<file path="src/hdl/tpmc_pkg.sv">
`timescale 1ns / 1ps
// Shared types, codes and constants for the two-player move clock.
// No dependencies; every other file refers to it by scoped names.
package tpmc_pkg;

    typedef logic [22:0] time_t;
    typedef logic [3:0][3:0] digits_t;  // element 0 is the leftmost digit

    // run state codes
    localparam logic [1:0] RUN_STOP = 2'd0;
    localparam logic [1:0] RUN_A    = 2'd1;
    localparam logic [1:0] RUN_B    = 2'd2;

    // increment modes
    localparam logic [1:0] MODE_NONE      = 2'd0;
    localparam logic [1:0] MODE_FIXED_ADD = 2'd1;
    localparam logic [1:0] MODE_CAPPED    = 2'd2;

    typedef enum logic [1:0] {
        REG_START_TIME    = 2'd0,
        REG_INCREMENT     = 2'd1,
        REG_INC_MODE      = 2'd2,
        REG_RESTART_DELAY = 2'd3
    } cfg_index_t;

    localparam time_t       TIME_MAX       = 23'd5999000;
    localparam time_t       MINUTE_MS      = 23'd60000;
    localparam time_t       START_RESET    = 23'd300000;
    localparam logic [15:0] DELAY_RESET    = 16'd5000;

    localparam logic [3:0]  CODE_DASH      = 4'd10;
    localparam logic [3:0]  CODE_BLANK     = 4'd15;

    // reciprocals for constant division: q = (x * RECIP) >> SHIFT
    localparam logic [23:0] RECIP_1000     = 24'd8589935;
    localparam int          SHIFT_1000     = 33;
    localparam logic [16:0] RECIP_10       = 17'd104858;
    localparam int          SHIFT_10       = 20;
    localparam logic [13:0] RECIP_60       = 14'd8739;
    localparam int          SHIFT_60       = 19;
    localparam logic [13:0] RECIP_100      = 14'd10486;
    localparam int          SHIFT_100      = 20;

    typedef struct packed {
        logic en1;
        logic en2;
        logic en3;
    } pipe_ctl_t;

    // Split a value below 100 into {tens, ones}.
    function automatic logic [7:0] split_tens(input logic [6:0] value);
        logic [14:0] prod;
        logic [3:0]  tens;
        logic [6:0]  ones;
        prod = {8'b0, value} * 15'd205;
        tens = prod[14:11];
        ones = value - {tens, 3'b0} - {2'b0, tens, 1'b0};
        return {tens, ones[3:0]};
    endfunction

endpackage

</file>
<file path="src/hdl/tpmc_state.sv">
`timescale 1ns / 1ps
// Clock state and configuration registers: tick, presses, increment, auto restart.
// Depends on tpmc_pkg.
module tpmc_state (
    input  logic                aclk,
    input  logic                aresetn,
    input  logic                accept,
    input  logic                tick,
    input  logic                press_a,
    input  logic                press_b,
    input  logic                cfg_valid,
    input  logic [1:0]          cfg_index,
    input  logic [22:0]         cfg_data,
    output logic [1:0]          run_state,
    output tpmc_pkg::time_t     time_a,
    output tpmc_pkg::time_t     time_b
);

    tpmc_pkg::time_t start_time_reg;
    logic [15:0]     increment_reg;
    logic [1:0]      inc_mode_reg;
    logic [15:0]     restart_delay_reg;

    logic [1:0]      running_reg,    running_next;
    tpmc_pkg::time_t remain_a_reg,   remain_a_next;
    tpmc_pkg::time_t remain_b_reg,   remain_b_next;
    tpmc_pkg::time_t move_start_reg, move_start_next;
    logic [31:0]     elapsed_reg,    elapsed_next;
    logic [31:0]     flag_time_reg,  flag_time_next;

    tpmc_pkg::time_t load_time;

    function automatic logic [15:0] bonus(input logic [1:0] run,
                                          input tpmc_pkg::time_t mstart,
                                          input tpmc_pkg::time_t own,
                                          input logic [1:0] mode,
                                          input logic [15:0] inc);
        tpmc_pkg::time_t used;
        logic [15:0]     result;
        used   = (mstart > own) ? (mstart - own) : '0;
        result = '0;
        if (run != tpmc_pkg::RUN_STOP) begin
            if (mode == tpmc_pkg::MODE_FIXED_ADD) begin
                result = inc;
            end else if (mode == tpmc_pkg::MODE_CAPPED) begin
                result = (used < {7'b0, inc}) ? used[15:0] : inc;
            end
        end
        return result;
    endfunction

    function automatic tpmc_pkg::time_t sat_add(input tpmc_pkg::time_t a,
                                                input logic [15:0] b);
        logic [23:0] sum;
        sum = {1'b0, a} + {8'b0, b};
        return (sum > {1'b0, tpmc_pkg::TIME_MAX}) ? tpmc_pkg::TIME_MAX : sum[22:0];
    endfunction

    assign load_time = (start_time_reg > tpmc_pkg::TIME_MAX) ? tpmc_pkg::TIME_MAX
                                                             : start_time_reg;

    always_comb begin
        running_next    = running_reg;
        remain_a_next   = remain_a_reg;
        remain_b_next   = remain_b_reg;
        move_start_next = move_start_reg;
        elapsed_next    = elapsed_reg;
        flag_time_next  = flag_time_reg;

        // tick first: count down the running side, stop at zero
        if (tick) begin
            elapsed_next = elapsed_reg + 32'd1;
            if (running_reg == tpmc_pkg::RUN_A) begin
                if (remain_a_next != '0) remain_a_next = remain_a_next - 23'd1;
                if (remain_a_next == '0) begin
                    running_next   = tpmc_pkg::RUN_STOP;
                    flag_time_next = elapsed_next;
                end
            end else if (running_reg == tpmc_pkg::RUN_B) begin
                if (remain_b_next != '0) remain_b_next = remain_b_next - 23'd1;
                if (remain_b_next == '0) begin
                    running_next   = tpmc_pkg::RUN_STOP;
                    flag_time_next = elapsed_next;
                end
            end
        end

        // button A ends A's move
        if (press_a && running_next != tpmc_pkg::RUN_B &&
            remain_a_next != '0 && remain_b_next != '0) begin
            remain_a_next   = sat_add(remain_a_next,
                                      bonus(running_next, move_start_next, remain_a_next,
                                            inc_mode_reg, increment_reg));
            running_next    = tpmc_pkg::RUN_B;
            move_start_next = remain_b_next;
        end

        // then button B
        if (press_b && running_next != tpmc_pkg::RUN_A &&
            remain_a_next != '0 && remain_b_next != '0) begin
            remain_b_next   = sat_add(remain_b_next,
                                      bonus(running_next, move_start_next, remain_b_next,
                                            inc_mode_reg, increment_reg));
            running_next    = tpmc_pkg::RUN_A;
            move_start_next = remain_a_next;
        end

        // flag fallen and delay passed: restore start times
        if (running_next == tpmc_pkg::RUN_STOP &&
            (remain_a_next == '0 || remain_b_next == '0) &&
            (elapsed_next - flag_time_next) > {16'b0, restart_delay_reg}) begin
            running_next    = tpmc_pkg::RUN_STOP;
            remain_a_next   = load_time;
            remain_b_next   = load_time;
            move_start_next = load_time;
            flag_time_next  = '0;
        end
    end

    always_ff @(posedge aclk) begin
        if (!aresetn) begin
            running_reg    <= tpmc_pkg::RUN_STOP;
            remain_a_reg   <= tpmc_pkg::START_RESET;
            remain_b_reg   <= tpmc_pkg::START_RESET;
            move_start_reg <= tpmc_pkg::START_RESET;
            elapsed_reg    <= '0;
            flag_time_reg  <= '0;
        end else if (accept) begin
            running_reg    <= running_next;
            remain_a_reg   <= remain_a_next;
            remain_b_reg   <= remain_b_next;
            move_start_reg <= move_start_next;
            elapsed_reg    <= elapsed_next;
            flag_time_reg  <= flag_time_next;
        end
    end

    always_ff @(posedge aclk) begin
        if (!aresetn) begin
            start_time_reg    <= tpmc_pkg::START_RESET;
            increment_reg     <= '0;
            inc_mode_reg      <= tpmc_pkg::MODE_NONE;
            restart_delay_reg <= tpmc_pkg::DELAY_RESET;
        end else if (cfg_valid) begin
            unique case (tpmc_pkg::cfg_index_t'(cfg_index))
                tpmc_pkg::REG_START_TIME:    start_time_reg    <= cfg_data;
                tpmc_pkg::REG_INCREMENT:     increment_reg     <= cfg_data[15:0];
                tpmc_pkg::REG_INC_MODE:      inc_mode_reg      <= cfg_data[1:0];
                tpmc_pkg::REG_RESTART_DELAY: restart_delay_reg <= cfg_data[15:0];
            endcase
        end
    end

    assign run_state = running_reg;
    assign time_a    = remain_a_reg;
    assign time_b    = remain_b_reg;

endmodule

</file>
<file path="src/hdl/tpmc_digits.sv">
`timescale 1ns / 1ps
// Three-stage conversion of a millisecond time into four display digit codes.
// Depends on tpmc_pkg.
module tpmc_digits (
    input  logic                aclk,
    input  tpmc_pkg::pipe_ctl_t ctl,
    input  tpmc_pkg::time_t     time_in,
    output tpmc_pkg::digits_t   digits,
    output tpmc_pkg::time_t     time_out
);

    // stage 1: seconds and centiseconds
    logic [46:0]     prod_sec;
    logic [32:0]     prod_cs;
    logic [12:0]     sec_1_next, cs_1_next;
    logic [12:0]     sec_1_reg, cs_1_reg;
    logic            zero_1_reg, big_1_reg;
    tpmc_pkg::time_t time_1_reg;

    // stage 2: minutes and whole seconds below a minute
    logic [26:0]     prod_min;
    logic [26:0]     prod_q100;
    logic [6:0]      min_2_next, q100_2_next;
    logic [12:0]     sec_2_reg, cs_2_reg;
    logic [6:0]      min_2_reg, q100_2_reg;
    logic            zero_2_reg, big_2_reg;
    tpmc_pkg::time_t time_2_reg;

    // stage 3: digit codes
    logic [12:0]       mul60, mul100, lo_wide;
    logic [6:0]        hi, lo;
    logic [7:0]        hi_split, lo_split;
    tpmc_pkg::digits_t digits_next, digits_reg;
    tpmc_pkg::time_t   time_3_reg;

    assign prod_sec   = {24'b0, time_in} * {23'b0, tpmc_pkg::RECIP_1000};
    assign prod_cs    = {17'b0, time_in[15:0]} * {16'b0, tpmc_pkg::RECIP_10};
    assign sec_1_next = 13'(prod_sec >> tpmc_pkg::SHIFT_1000);
    assign cs_1_next  = 13'(prod_cs >> tpmc_pkg::SHIFT_10);

    always_ff @(posedge aclk) begin
        if (ctl.en1) begin
            sec_1_reg  <= sec_1_next;
            cs_1_reg   <= cs_1_next;
            zero_1_reg <= (time_in == '0);
            big_1_reg  <= (time_in >= tpmc_pkg::MINUTE_MS);
            time_1_reg <= time_in;
        end
    end

    assign prod_min    = {14'b0, sec_1_reg} * {13'b0, tpmc_pkg::RECIP_60};
    assign prod_q100   = {14'b0, cs_1_reg} * {13'b0, tpmc_pkg::RECIP_100};
    assign min_2_next  = 7'(prod_min >> tpmc_pkg::SHIFT_60);
    assign q100_2_next = 7'(prod_q100 >> tpmc_pkg::SHIFT_100);

    always_ff @(posedge aclk) begin
        if (ctl.en2) begin
            sec_2_reg  <= sec_1_reg;
            cs_2_reg   <= cs_1_reg;
            min_2_reg  <= min_2_next;
            q100_2_reg <= q100_2_next;
            zero_2_reg <= zero_1_reg;
            big_2_reg  <= big_1_reg;
            time_2_reg <= time_1_reg;
        end
    end

    // remainders by shift and add: x*60 = x*64 - x*4, x*100 = x*64 + x*32 + x*4
    assign mul60  = {min_2_reg, 6'b0} - {4'b0, min_2_reg, 2'b0};
    assign mul100 = {q100_2_reg, 6'b0} + {1'b0, q100_2_reg, 5'b0} + {4'b0, q100_2_reg, 2'b0};

    always_comb begin
        if (big_2_reg) begin
            lo_wide = sec_2_reg - mul60;
            hi      = min_2_reg;
        end else begin
            lo_wide = cs_2_reg - mul100;
            hi      = sec_2_reg[6:0];
        end
        lo       = lo_wide[6:0];
        hi_split = tpmc_pkg::split_tens(hi);
        lo_split = tpmc_pkg::split_tens(lo);

        if (zero_2_reg) begin
            digits_next = {4{tpmc_pkg::CODE_DASH}};
        end else begin
            digits_next[3] = lo_split[3:0];
            digits_next[2] = lo_split[7:4];
            digits_next[1] = (hi != '0) ? hi_split[3:0] : tpmc_pkg::CODE_BLANK;
            digits_next[0] = (hi >= 7'd10) ? hi_split[7:4] : tpmc_pkg::CODE_BLANK;
        end
    end

    always_ff @(posedge aclk) begin
        if (ctl.en3) begin
            digits_reg <= digits_next;
            time_3_reg <= time_2_reg;
        end
    end

    assign digits   = digits_reg;
    assign time_out = time_3_reg;

endmodule

</file>
<file path="src/hdl/two_player_move_clock_core.sv">
`timescale 1ns / 1ps
// Top level of the two-player move clock: handshakes, stage valids, result packing.
// Depends on tpmc_pkg, tpmc_state and tpmc_digits.
//
// Usage:
//   Each input request on s_ carries a one-millisecond tick flag and the two
//   button levels. The clock state updates at the edge that accepts the request;
//   one result per request leaves on m_ with the run state, both remaining times
//   and the eight display digit codes computed from the updated state.
//   Configuration writes arrive on cfg_ (always ready). Increment, mode and
//   restart delay act on the next request; a new start time loads only at the
//   next automatic restart. Write only while no request is in flight.
//   Pipeline: the state register, then two conversion stages that hold the
//   reciprocal multipliers, then the output register. Throughput: one request
//   per cycle while the m_ side is not stalled.
//   Each stage advances when the stage after it is empty or moving, so a
//   stalled m_ side still lets the pipeline fill; s_tready drops only when all
//   four stages hold results.
//   Reset (aresetn low, synchronous) clears all valids, stops the clock and loads
//   300000 ms on both sides with the default configuration.
module two_player_move_clock_core (
    input  logic        aclk,
    input  logic        aresetn,

    input  logic        s_tvalid,
    output logic        s_tready,
    input  logic [7:0]  s_tdata,   // [0] tick, [1] press_a, [2] press_b, rest zero

    output logic        m_tvalid,
    input  logic        m_tready,
    output logic [79:0] m_tdata,   // [1:0] run_state, [5:2] left_digit0, [9:6] left_digit1,
                                   // [13:10] left_digit2, [17:14] left_digit3,
                                   // [21:18] right_digit0, [25:22] right_digit1,
                                   // [29:26] right_digit2, [33:30] right_digit3,
                                   // [56:34] time_a_ms, [79:57] time_b_ms

    input  logic        cfg_valid,
    output logic        cfg_ready,
    input  logic [1:0]  cfg_index,
    input  logic [22:0] cfg_data
);

    logic                accept;
    logic                en0;
    tpmc_pkg::pipe_ctl_t ctl;

    logic                v0_reg, v1_reg, v2_reg, m_valid_reg;
    logic [1:0]          run_state, run_1_reg, run_2_reg, run_3_reg;
    tpmc_pkg::time_t     time_a, time_b, time_a_out, time_b_out;
    tpmc_pkg::digits_t   digits_a, digits_b;

    // stage enables: advance when the next stage is empty or advancing
    assign ctl.en3  = !m_valid_reg || m_tready;
    assign ctl.en2  = !v2_reg || ctl.en3;
    assign ctl.en1  = !v1_reg || ctl.en2;
    assign en0      = !v0_reg || ctl.en1;
    assign s_tready = en0;
    assign accept   = s_tvalid && s_tready;

    assign cfg_ready = 1'b1;

    always_ff @(posedge aclk) begin
        if (!aresetn) begin
            v0_reg      <= 1'b0;
            v1_reg      <= 1'b0;
            v2_reg      <= 1'b0;
            m_valid_reg <= 1'b0;
        end else begin
            if (en0)     v0_reg      <= s_tvalid;
            if (ctl.en1) v1_reg      <= v0_reg;
            if (ctl.en2) v2_reg      <= v1_reg;
            if (ctl.en3) m_valid_reg <= v2_reg;
        end
    end

    // state registers double as the first stage's payload
    tpmc_state u_state (
        .aclk      (aclk),
        .aresetn   (aresetn),
        .accept    (accept),
        .tick      (s_tdata[0]),
        .press_a   (s_tdata[1]),
        .press_b   (s_tdata[2]),
        .cfg_valid (cfg_valid),
        .cfg_index (cfg_index),
        .cfg_data  (cfg_data),
        .run_state (run_state),
        .time_a    (time_a),
        .time_b    (time_b)
    );

    tpmc_digits u_digits_a (
        .aclk     (aclk),
        .ctl      (ctl),
        .time_in  (time_a),
        .digits   (digits_a),
        .time_out (time_a_out)
    );

    tpmc_digits u_digits_b (
        .aclk     (aclk),
        .ctl      (ctl),
        .time_in  (time_b),
        .digits   (digits_b),
        .time_out (time_b_out)
    );

    // carry the run state alongside the digit pipeline
    always_ff @(posedge aclk) begin
        if (ctl.en1) run_1_reg <= run_state;
        if (ctl.en2) run_2_reg <= run_1_reg;
        if (ctl.en3) run_3_reg <= run_2_reg;
    end

    assign m_tvalid = m_valid_reg;
    assign m_tdata  = {time_b_out, time_a_out,
                       digits_b[3], digits_b[2], digits_b[1], digits_b[0],
                       digits_a[3], digits_a[2], digits_a[1], digits_a[0],
                       run_3_reg};

endmodule
</file>
<file path="config.mk">
export PLATFORM = sky130hd
export DESIGN_NAME = two_player_move_clock_core
export DESIGN_NICKNAME = d
export VERILOG_FILES = /design/src/hdl/tpmc_pkg.sv /design/src/hdl/tpmc_state.sv /design/src/hdl/tpmc_digits.sv /design/src/hdl/two_player_move_clock_core.sv
export SDC_FILE = /design/constraint.sdc
export NUM_CORES = 2
export LEC_CHECK = 0
export BUFFER_PORTS_ARGS = -buffer_cell sky130_fd_sc_hd__buf_2
export CAP_MARGIN = 20
export CORE_ASPECT_RATIO = 1.75
export CORE_MARGIN = 5
export CORE_UTILIZATION = 50
export CTS_CLUSTER_DIAMETER = 60
export DETAILED_ROUTE_END_ITERATION = 10
export PLACE_DENSITY = 0.74
export RECOVER_POWER = 50
export SLEW_MARGIN = 40
export SYNTH_ARGS = -nofsm -noshare
export SYNTH_HDL_FRONTEND = slang
export SYNTH_SLANG_ARGS = --single-unit
</file>
<file path="constraint.sdc">
create_clock -name aclk -period 16.8 [get_ports aclk]
set_input_delay 3.36 -clock aclk [delete_from_list [all_inputs] [get_ports aclk]]
set_output_delay 3.36 -clock aclk [all_outputs]
set_load 0.03 [all_outputs]
</file>
==> Word-level counts from Yosys, hierarchy flattened <==
Index checks and enable logic that the tools add are counted.
Widths: inputs -> output; s select.
{ "word_totals": {"n_memories": 0, "latch_bits": 0, "output_inout_bits": 83, "register_bits": 484, "mem_bits_rw": 0, "wordCells": 218, "inputBits": 38, "romBits": 0} }
{ "classes": {"mux": 57, "n_div": 0, "n_addsub": 26, "n_shift": 0, "n_bitwise": 4, "magnitude_cmp": 12, "n_mul": 12, "n_eq_ne": 9, "n_reduce_logical": 43} }
{ "ops": {"columns": ["operator", "count"], "rows": [
  ["$mux 23", 24],
  ["$mux 32", 7],
  ["$mux 16", 10],
  ["$logic_not 23->1", 6],
  ["$reduce_bool 23->1", 5],
  ["$mul 23x24->46 const B", 2],
  ["$mul 16x16->32 const B", 2],
  ["$mul 7x8->15 const B", 4],
  ["$mul 13x14->26 const B", 2],
  ["$add 23x16->24", 2],
  ["$gt 24x23->1 const B", 2],
  ["$mul 13x13->24 const B", 2],
  ["$ge 23x16->1 const B", 2],
  ["$gt 23x23->1", 2],
  ["$lt 23x16->1", 2],
  ["$sub 23x1->23 const B", 2],
  ["$sub 23x23->23", 2],
  ["$sub 7x7->7", 6],
  ["$add 32x1->32 const B", 1],
  ["$gt 32x16->1", 1],
  ["$sub 32x32->32", 1],
  ["$sub 4x4->4", 8],
  ["$add 7x7->7", 4],
  ["$mux 7", 4],
  ["17 further kinds", 60]
]} }

==> Longest topological paths before layout <==
{ "logic_depth": {"depth_word": 32, "ltp_mapped": 62, "ltp_nobuf": 52} }

==> Hierarchy <==
A second synthesis with hierarchy kept.
{ "hier_totals": {"hier_cells": 7425, "area_unflattened_um2": 70296.2} }
{ "by_module_without_submodules": {"columns": ["mod", "seq_area_each_um2", "area_per_inst_um2", "cells_each", "instances"], "rows": [
  ["tpmc_digits at u_digits_b", 4234.1, 24373.4, 2254, 1],
  ["tpmc_digits at u_digits_a", 4234.1, 24339.6, 2238, 1],
  ["tpmc_state", 3843.7, 21220.4, 2907, 1],
  ["two_player_move_clock_core", 260.2, 362.8, 26, 1]
]} }

==> Worst setup path before layout <==
Ideal clock, no wire load.
{ "synth_timing": {"kind": "input to register", "startpoint": "input s_tdata[0]", "endpoint": "register u_state.remain_b_reg[14], in the netlist u_state.time_b[14]", "t_required_ps": 16672, "setup_slack_ps": 2416, "path_stages": 54, "setup_ps": 128, "t_arrival_ps": 14256, "cell_sequence": "clkbuf_1 nand3b_1 a41oi_1 o311ai_0 xnor2_1 o311ai_1 or4b_2 o31ai_1 a211oi_4 buf_2 buf_1 mux2i_1 inv_1 ha_1 nor2b_1 o21ai_0 a21boi_0 o21ai_0 (+18 left out) ha_1 inv_1 fa_1 nor2b_1 o31ai_1 a21oi_1 o31ai_1 a211oi_1 o21ai_0 or4_1 a31oi_1 o221ai_1 and2_1 clkbuf_1 clkbuf_1 a21oi_1 a211oi_1 o21bai_1"} }
{ "synth_between": {"elab_chain_len": 23, "word_cells_on_any_way": 56} }
{ "synth_lines": {"columns": ["item", "line", "text"], "rows": [
  ["start: declaration", "two_player_move_clock_core.sv:27", "input logic [7:0] s_tdata,"],
  ["branches (longest 22 deep; another with $sub 23x23->23)", null, null],
  ["$mux 23 (*)", "tpmc_state.sv:109", "if (running_next == tpmc_pkg::RUN_STOP &&"],
  ["end signal: assignment", "tpmc_state.sv:124", "remain_b_reg <= tpmc_pkg::START_RESET;"],
  ["end signal: assignment", "tpmc_state.sv:131", "remain_b_reg <= remain_b_next;"],
  ["end: declaration", "tpmc_state.sv:26", "tpmc_pkg::time_t remain_b_reg, remain_b_next;"]
]} }
Every way passes the cells marked *. The select of a mux whose other input is x is not followed.
A chain may end at the register's enable or synchronous reset.

==> Worst setup path in the final report <==
{ "layout_timing": {"startpoint": "register u_state.remain_a_reg[15], in the netlist u_state.time_a[15]", "endpoint": "register u_state.remain_b_reg[16], in the netlist u_state.time_b[16]"} }
{ "layout_between": {"elab_chain_len": 30, "word_cells_on_any_way": 64} }
{ "layout_lines": {"columns": ["item", "line", "text"], "rows": [
  ["start: declaration", "tpmc_state.sv:25", "tpmc_pkg::time_t remain_a_reg, remain_a_next;"],
  ["start signal: assignment", "tpmc_state.sv:123", "remain_a_reg <= tpmc_pkg::START_RESET;"],
  ["start signal: assignment", "tpmc_state.sv:130", "remain_a_reg <= remain_a_next;"],
  ["$sub 23x1->23 or $reduce_bool 23->1 (tied branches)", "tpmc_state.sv:74", "if (remain_a_next != '0) remain_a_next = remain_a_next - 23'd1;"],
  ["$mux 23", "tpmc_state.sv:74", null],
  ["$mux 23", "tpmc_state.sv:73", "if (running_reg == tpmc_pkg::RUN_A) begin"],
  ["$mux 23", "tpmc_state.sv:71", "if (tick) begin"],
  ["$logic_not 23->1", "tpmc_state.sv:75", "if (remain_a_next == '0) begin"],
  ["$mux 2", "tpmc_state.sv:75", null],
  ["$mux 2", "tpmc_state.sv:73", null],
  ["$mux 2", "tpmc_state.sv:71", null],
  ["(+14 left out)", null, null],
  ["$gt 24x23->1", "tpmc_state.sv:56", "return (sum > {1'b0, tpmc_pkg::TIME_MAX}) ? tpmc_pkg::TIME_MAX : sum[22:0];"],
  ["$mux 23", "tpmc_state.sv:56", null],
  ["$mux 23", "tpmc_state.sv:99", "if (press_b && running_next != tpmc_pkg::RUN_A &&"],
  ["$logic_not 23->1", "tpmc_state.sv:110", "(remain_a_next == '0 || remain_b_next == '0) &&"],
  ["$logic_or 1x1->1", "tpmc_state.sv:110", null],
  ["$logic_and 1x1->1", "tpmc_state.sv:109", null],
  ["$logic_and 1x1->1", "tpmc_state.sv:110", null],
  ["$mux 23 (*)", "tpmc_state.sv:109", null]
]} }
Mark *: on every way between the ends. The rest lies on a longest branch, timed or not. The select of a mux whose other input is x is not followed.

==> run summary <==
The run finished, with violations left. The checks that failed: max-capacitance violations, max-slew violations. In the final routed layout, each cell accounts on average for 21.9 µm. The setup path with the least slack is of type flip-flop to flip-flop. Setup violations remaining at the end of the flow were counted as 0.

The number of cells traversed by the worst hold path is 0, and the sequential-to-total area share from yosys stat is 18.4%. The number of input and output port buffers inserted was 114; the sum of negative setup slack was 0 ps. The tools report the library cell used as clock root buffer as sky130_fd_sc_hd__clkbuf_16. The most common cell after layout, fill and taps aside was sky130_fd_sc_hd__ha_1.

For this run, the number of Yosys warnings is 0. TritonCTS created 53 clock buffers. Derived from the worst setup path, the maximum achievable clock frequency is 63.0 MHz. The number of global-route vias before repair is 56,800, and the remaining number of nets flagged by the antenna check after routing is 0.

The top-area cell type share of the netlist area is 26.5%, and the die area is 144,000 µm². The number of vias in the routed layout came out at 52,800. The area growth from synthesis to layout came out at 7.16%.

The number of fill cells is 12,200. The post-CTS setup repair buffer count is 0, and the effective utilization at floorplan is 50.2%. Counting along the longest clock path gives a buffer depth of 3.

After detailed routing, the number of vias per cell comes to 5.78. At the pin with the least slew margin, the transition time is 3620 ps. The total area inside the core boundary comes to 136,000 µm².

Routability-driven placement finished with a final weighted congestion of 1.01. In the final layout, the share of cells above drive strength 1 is 4.28%. The mapped cell area came out at 68,200 µm².

Setup repair after global routing left no endpoint under its margin. Between clock sinks in the finished design, the worst skew comes to 64.2 ps. The die is 289 µm wide. Number of cells after detailed placement: 9,023. The clock latency on the worst-skew pair was 710 ps; the delay of the slowest cell on the worst path was 1300 ps.

Counting flops with a built-in enable in the synthesized netlist gives 288. For the final hold violation count, the log shows 0. For the worst setup path, the data required time is 17,450 ps. The number of antenna violations at the first check in global routing came out at 5.

The worst setup path is captured at a flip-flop. The height of the chip works out to 499 µm. The slowest stage of the critical path is the sky130_fd_sc_hd__clkbuf_1 cell.

Of all cell types, the one taking the most synthesized area is sky130_fd_sc_hd__ha_1. The initialized floorplan defines 179 standard-cell rows. The first global-routing pass estimated 309,000 µm of wire. The logs give 109 for the maximum number of pins on one net before global-route repair and 0 for the number of hold-repair buffers added at the cts stage.

The TritonCTS sink count was 484; the final net count was 9,411. The pre-antenna-repair detailed-routing pass consisted of 6 iterations. The logs give 2 for the level count of the clock H-tree and 164,000 µm for the detailed-placement wirelength estimate.

The worst path in the final design needs a cycle of 15,870 ps, including I/O delays and setup. The total length of routed wires was 200,000 µm; the average footprint of a synthesized cell was 9.55 µm². The number of gates resized after CTS was 0.

The count of cells in the finished layout, fillers not included, comes to 9,125. For the number of design rule violations left after detail routing, the log shows 0. In this run the critical register-to-register path is launched from u_state.time_a[15].

Across all register-to-register paths, the minimum setup slack is 930 ps. The tools report the aggregate global-route resource usage as 27.5%. Counting distinct cell types in the post-synthesis netlist gives 100.

The path with the worst hold slack has its endpoint at u_digits_a.time_2_reg[4]. The I/O pin count is 121, and the clock slew at the register clock pins of the worst setup and hold paths is 70 ps. The async set-reset flop share out of synthesis was 0%; the post-route fraction of the period consumed by the critical path was 94.5%. The worst setup path is launched from a flip-flop. Measured in cells, the most critical reg-to-reg path has a length of 52.

The worst slew slack as a fraction of its limit came out at -141%. TritonCTS built the clock tree. The hold path startpoint was u_digits_a.time_1_reg[4]. The most repeated library cell on the critical path is sky130_fd_sc_hd__o21ai_0. Synthesis handed over a netlist of 7,139 instances. The total nets after synthesis was 9,282.

The largest fanout of any net on the critical path came out at 19. By area the synthesized netlist is led by sky130_fd_sc_hd__ha_1, sky130_fd_sc_hd__fa_1, sky130_fd_sc_hd__edfxtp_1, sky130_fd_sc_hd__inv_1, sky130_fd_sc_hd__dfxtp_1. Count of state elements after synthesis: 484. In the synthesized netlist the dominant register cell turns out to be sky130_fd_sc_hd__edfxtp_1. The type of the tightest min-delay check is flip-flop to flip-flop. The number of slew-limit violations in the final report was 647.

Leaving out fill and tap cells, the most frequent cells in the layout are sky130_fd_sc_hd__ha_1, sky130_fd_sc_hd__inv_1, sky130_fd_sc_hd__fa_1. The total overflow left after global routing is 0. The destination of the worst register-to-register timing path was u_state.time_b[16].

The tools report the number of DRC violations after detailed-routing iteration 0 as 2,903. The run gives 27 as the max-capacitance violation count. The tools report the data arrival time of the critical path as 16,520 ps.
cells by family (layout without fill, tap and decap cells):
logic type               Yosys count  after routing  synth area share [%]
adder cells (fa/ha/maj)         2105           2105                  45.9
buffers and inverters           1572           1745                  8.76
AND/OR/NAND/NOR                 1421           1421                  10.4
AO/OA/AOI/OAI                   1165           1165                  11.3
flip-flops                       484            484                  18.4
XOR/XNOR                         328            328                  4.25
multiplexers                      63             63                 0.965
other                              1              4               0.00550
critical path: cells and delay by family (launching register included):
| kind | cells | cell delay (ps) |
|---|---|---|
| simple gates | 10 | 2200 |
| flops | 1 | 310 |
| fa+ha+maj | 4 | 1360 |
| buf+inv | 7 | 3210 |
| compound gates | 29 | 7940 |
| xor+xnor | 1 | 400 |
| mux | 1 | 310 |
metrics by stage:
step                      hold WS (ps)  area [µm²]  utilization [%]  setup slack, ps
after global placement             401       71400             52.6             1190
after CTS                          409       73300             54.0             1750
after floorplan                    400       68200                -             2420
final                              409       73100             53.8              932
after detailed placement           405       71400             52.6             1070
after global routing               400       73100             53.8              386
cells in the mapped netlist, types with 34 or more instances:
master and number:
sky130_fd_sc_hd__ha_1 1446, sky130_fd_sc_hd__nor2b_1 68, sky130_fd_sc_hd__edfxtp_1 288, sky130_fd_sc_hd__nand2b_1 56, sky130_fd_sc_hd__dfxtp_1 196, sky130_fd_sc_hd__xor2_1 86
sky130_fd_sc_hd__mux2i_1 44, sky130_fd_sc_hd__o21a_1 52, sky130_fd_sc_hd__nor2_1 321, sky130_fd_sc_hd__or3_1 68, sky130_fd_sc_hd__nand4_1 64, sky130_fd_sc_hd__nand3_1 114
sky130_fd_sc_hd__a21o_1 100, sky130_fd_sc_hd__fa_1 659, sky130_fd_sc_hd__clkbuf_1 107, sky130_fd_sc_hd__nand2_1 385, sky130_fd_sc_hd__nor3_1 104, sky130_fd_sc_hd__a21oi_1 351
sky130_fd_sc_hd__and3_1 39, sky130_fd_sc_hd__xnor2_1 240, sky130_fd_sc_hd__o21ai_0 188, sky130_fd_sc_hd__a31oi_1 53, sky130_fd_sc_hd__and2_1 34, sky130_fd_sc_hd__inv_1 1408
layout make-up:
type | count | area, µm² | area share [%]
diodes | 3 | 7.51 | 0.0103
clock buffers | 64 | 1420 | 1.95
clock inverters | 35 | 437 | 0.598
inverters | 1410 | 5300 | 7.25
multi-input cells | 5083 | 49800 | 68.1
flip-flops and latches | 484 | 12600 | 17.2
well taps | 1810 | 2260 | 3.10
repair buffers | 236 | 1310 | 1.80
metal layers:
metal / vias up / track usage, % / share of wire [%]
met3: 880 / 3.36 / 4.3
met5: - / 0 / 0
met4: 0 / 21.5 / 10
li1: 24400 / - / -
met2: 1702 / 50.8 / 51
met1: 25800 / 27.6 / 34
worst max-delay path by stage:
| stage | from | endpoint | slack, ps | depth (start not counted) |
|---|---|---|---|---|
| after floorplan | s_tdata[0] | u_state.time_b[14] | 2420 | 54 |
| after global placement | s_tdata[0] | u_state.time_a[11] | 1190 | 51 |
| after detailed placement | s_tdata[0] | u_state.time_b[16] | 1070 | 51 |
| after CTS | s_tdata[0] | u_state.time_b[16] | 1750 | 51 |
| after global routing | u_state.time_a[15] | u_state.time_b[16] | 390 | 52 |
| final | u_state.time_a[15] | u_state.time_b[16] | 930 | 52 |
Power is left out: the tool's default activity adds up to more than one toggle a clock period on the data nets, which glitch-free logic cannot reach.
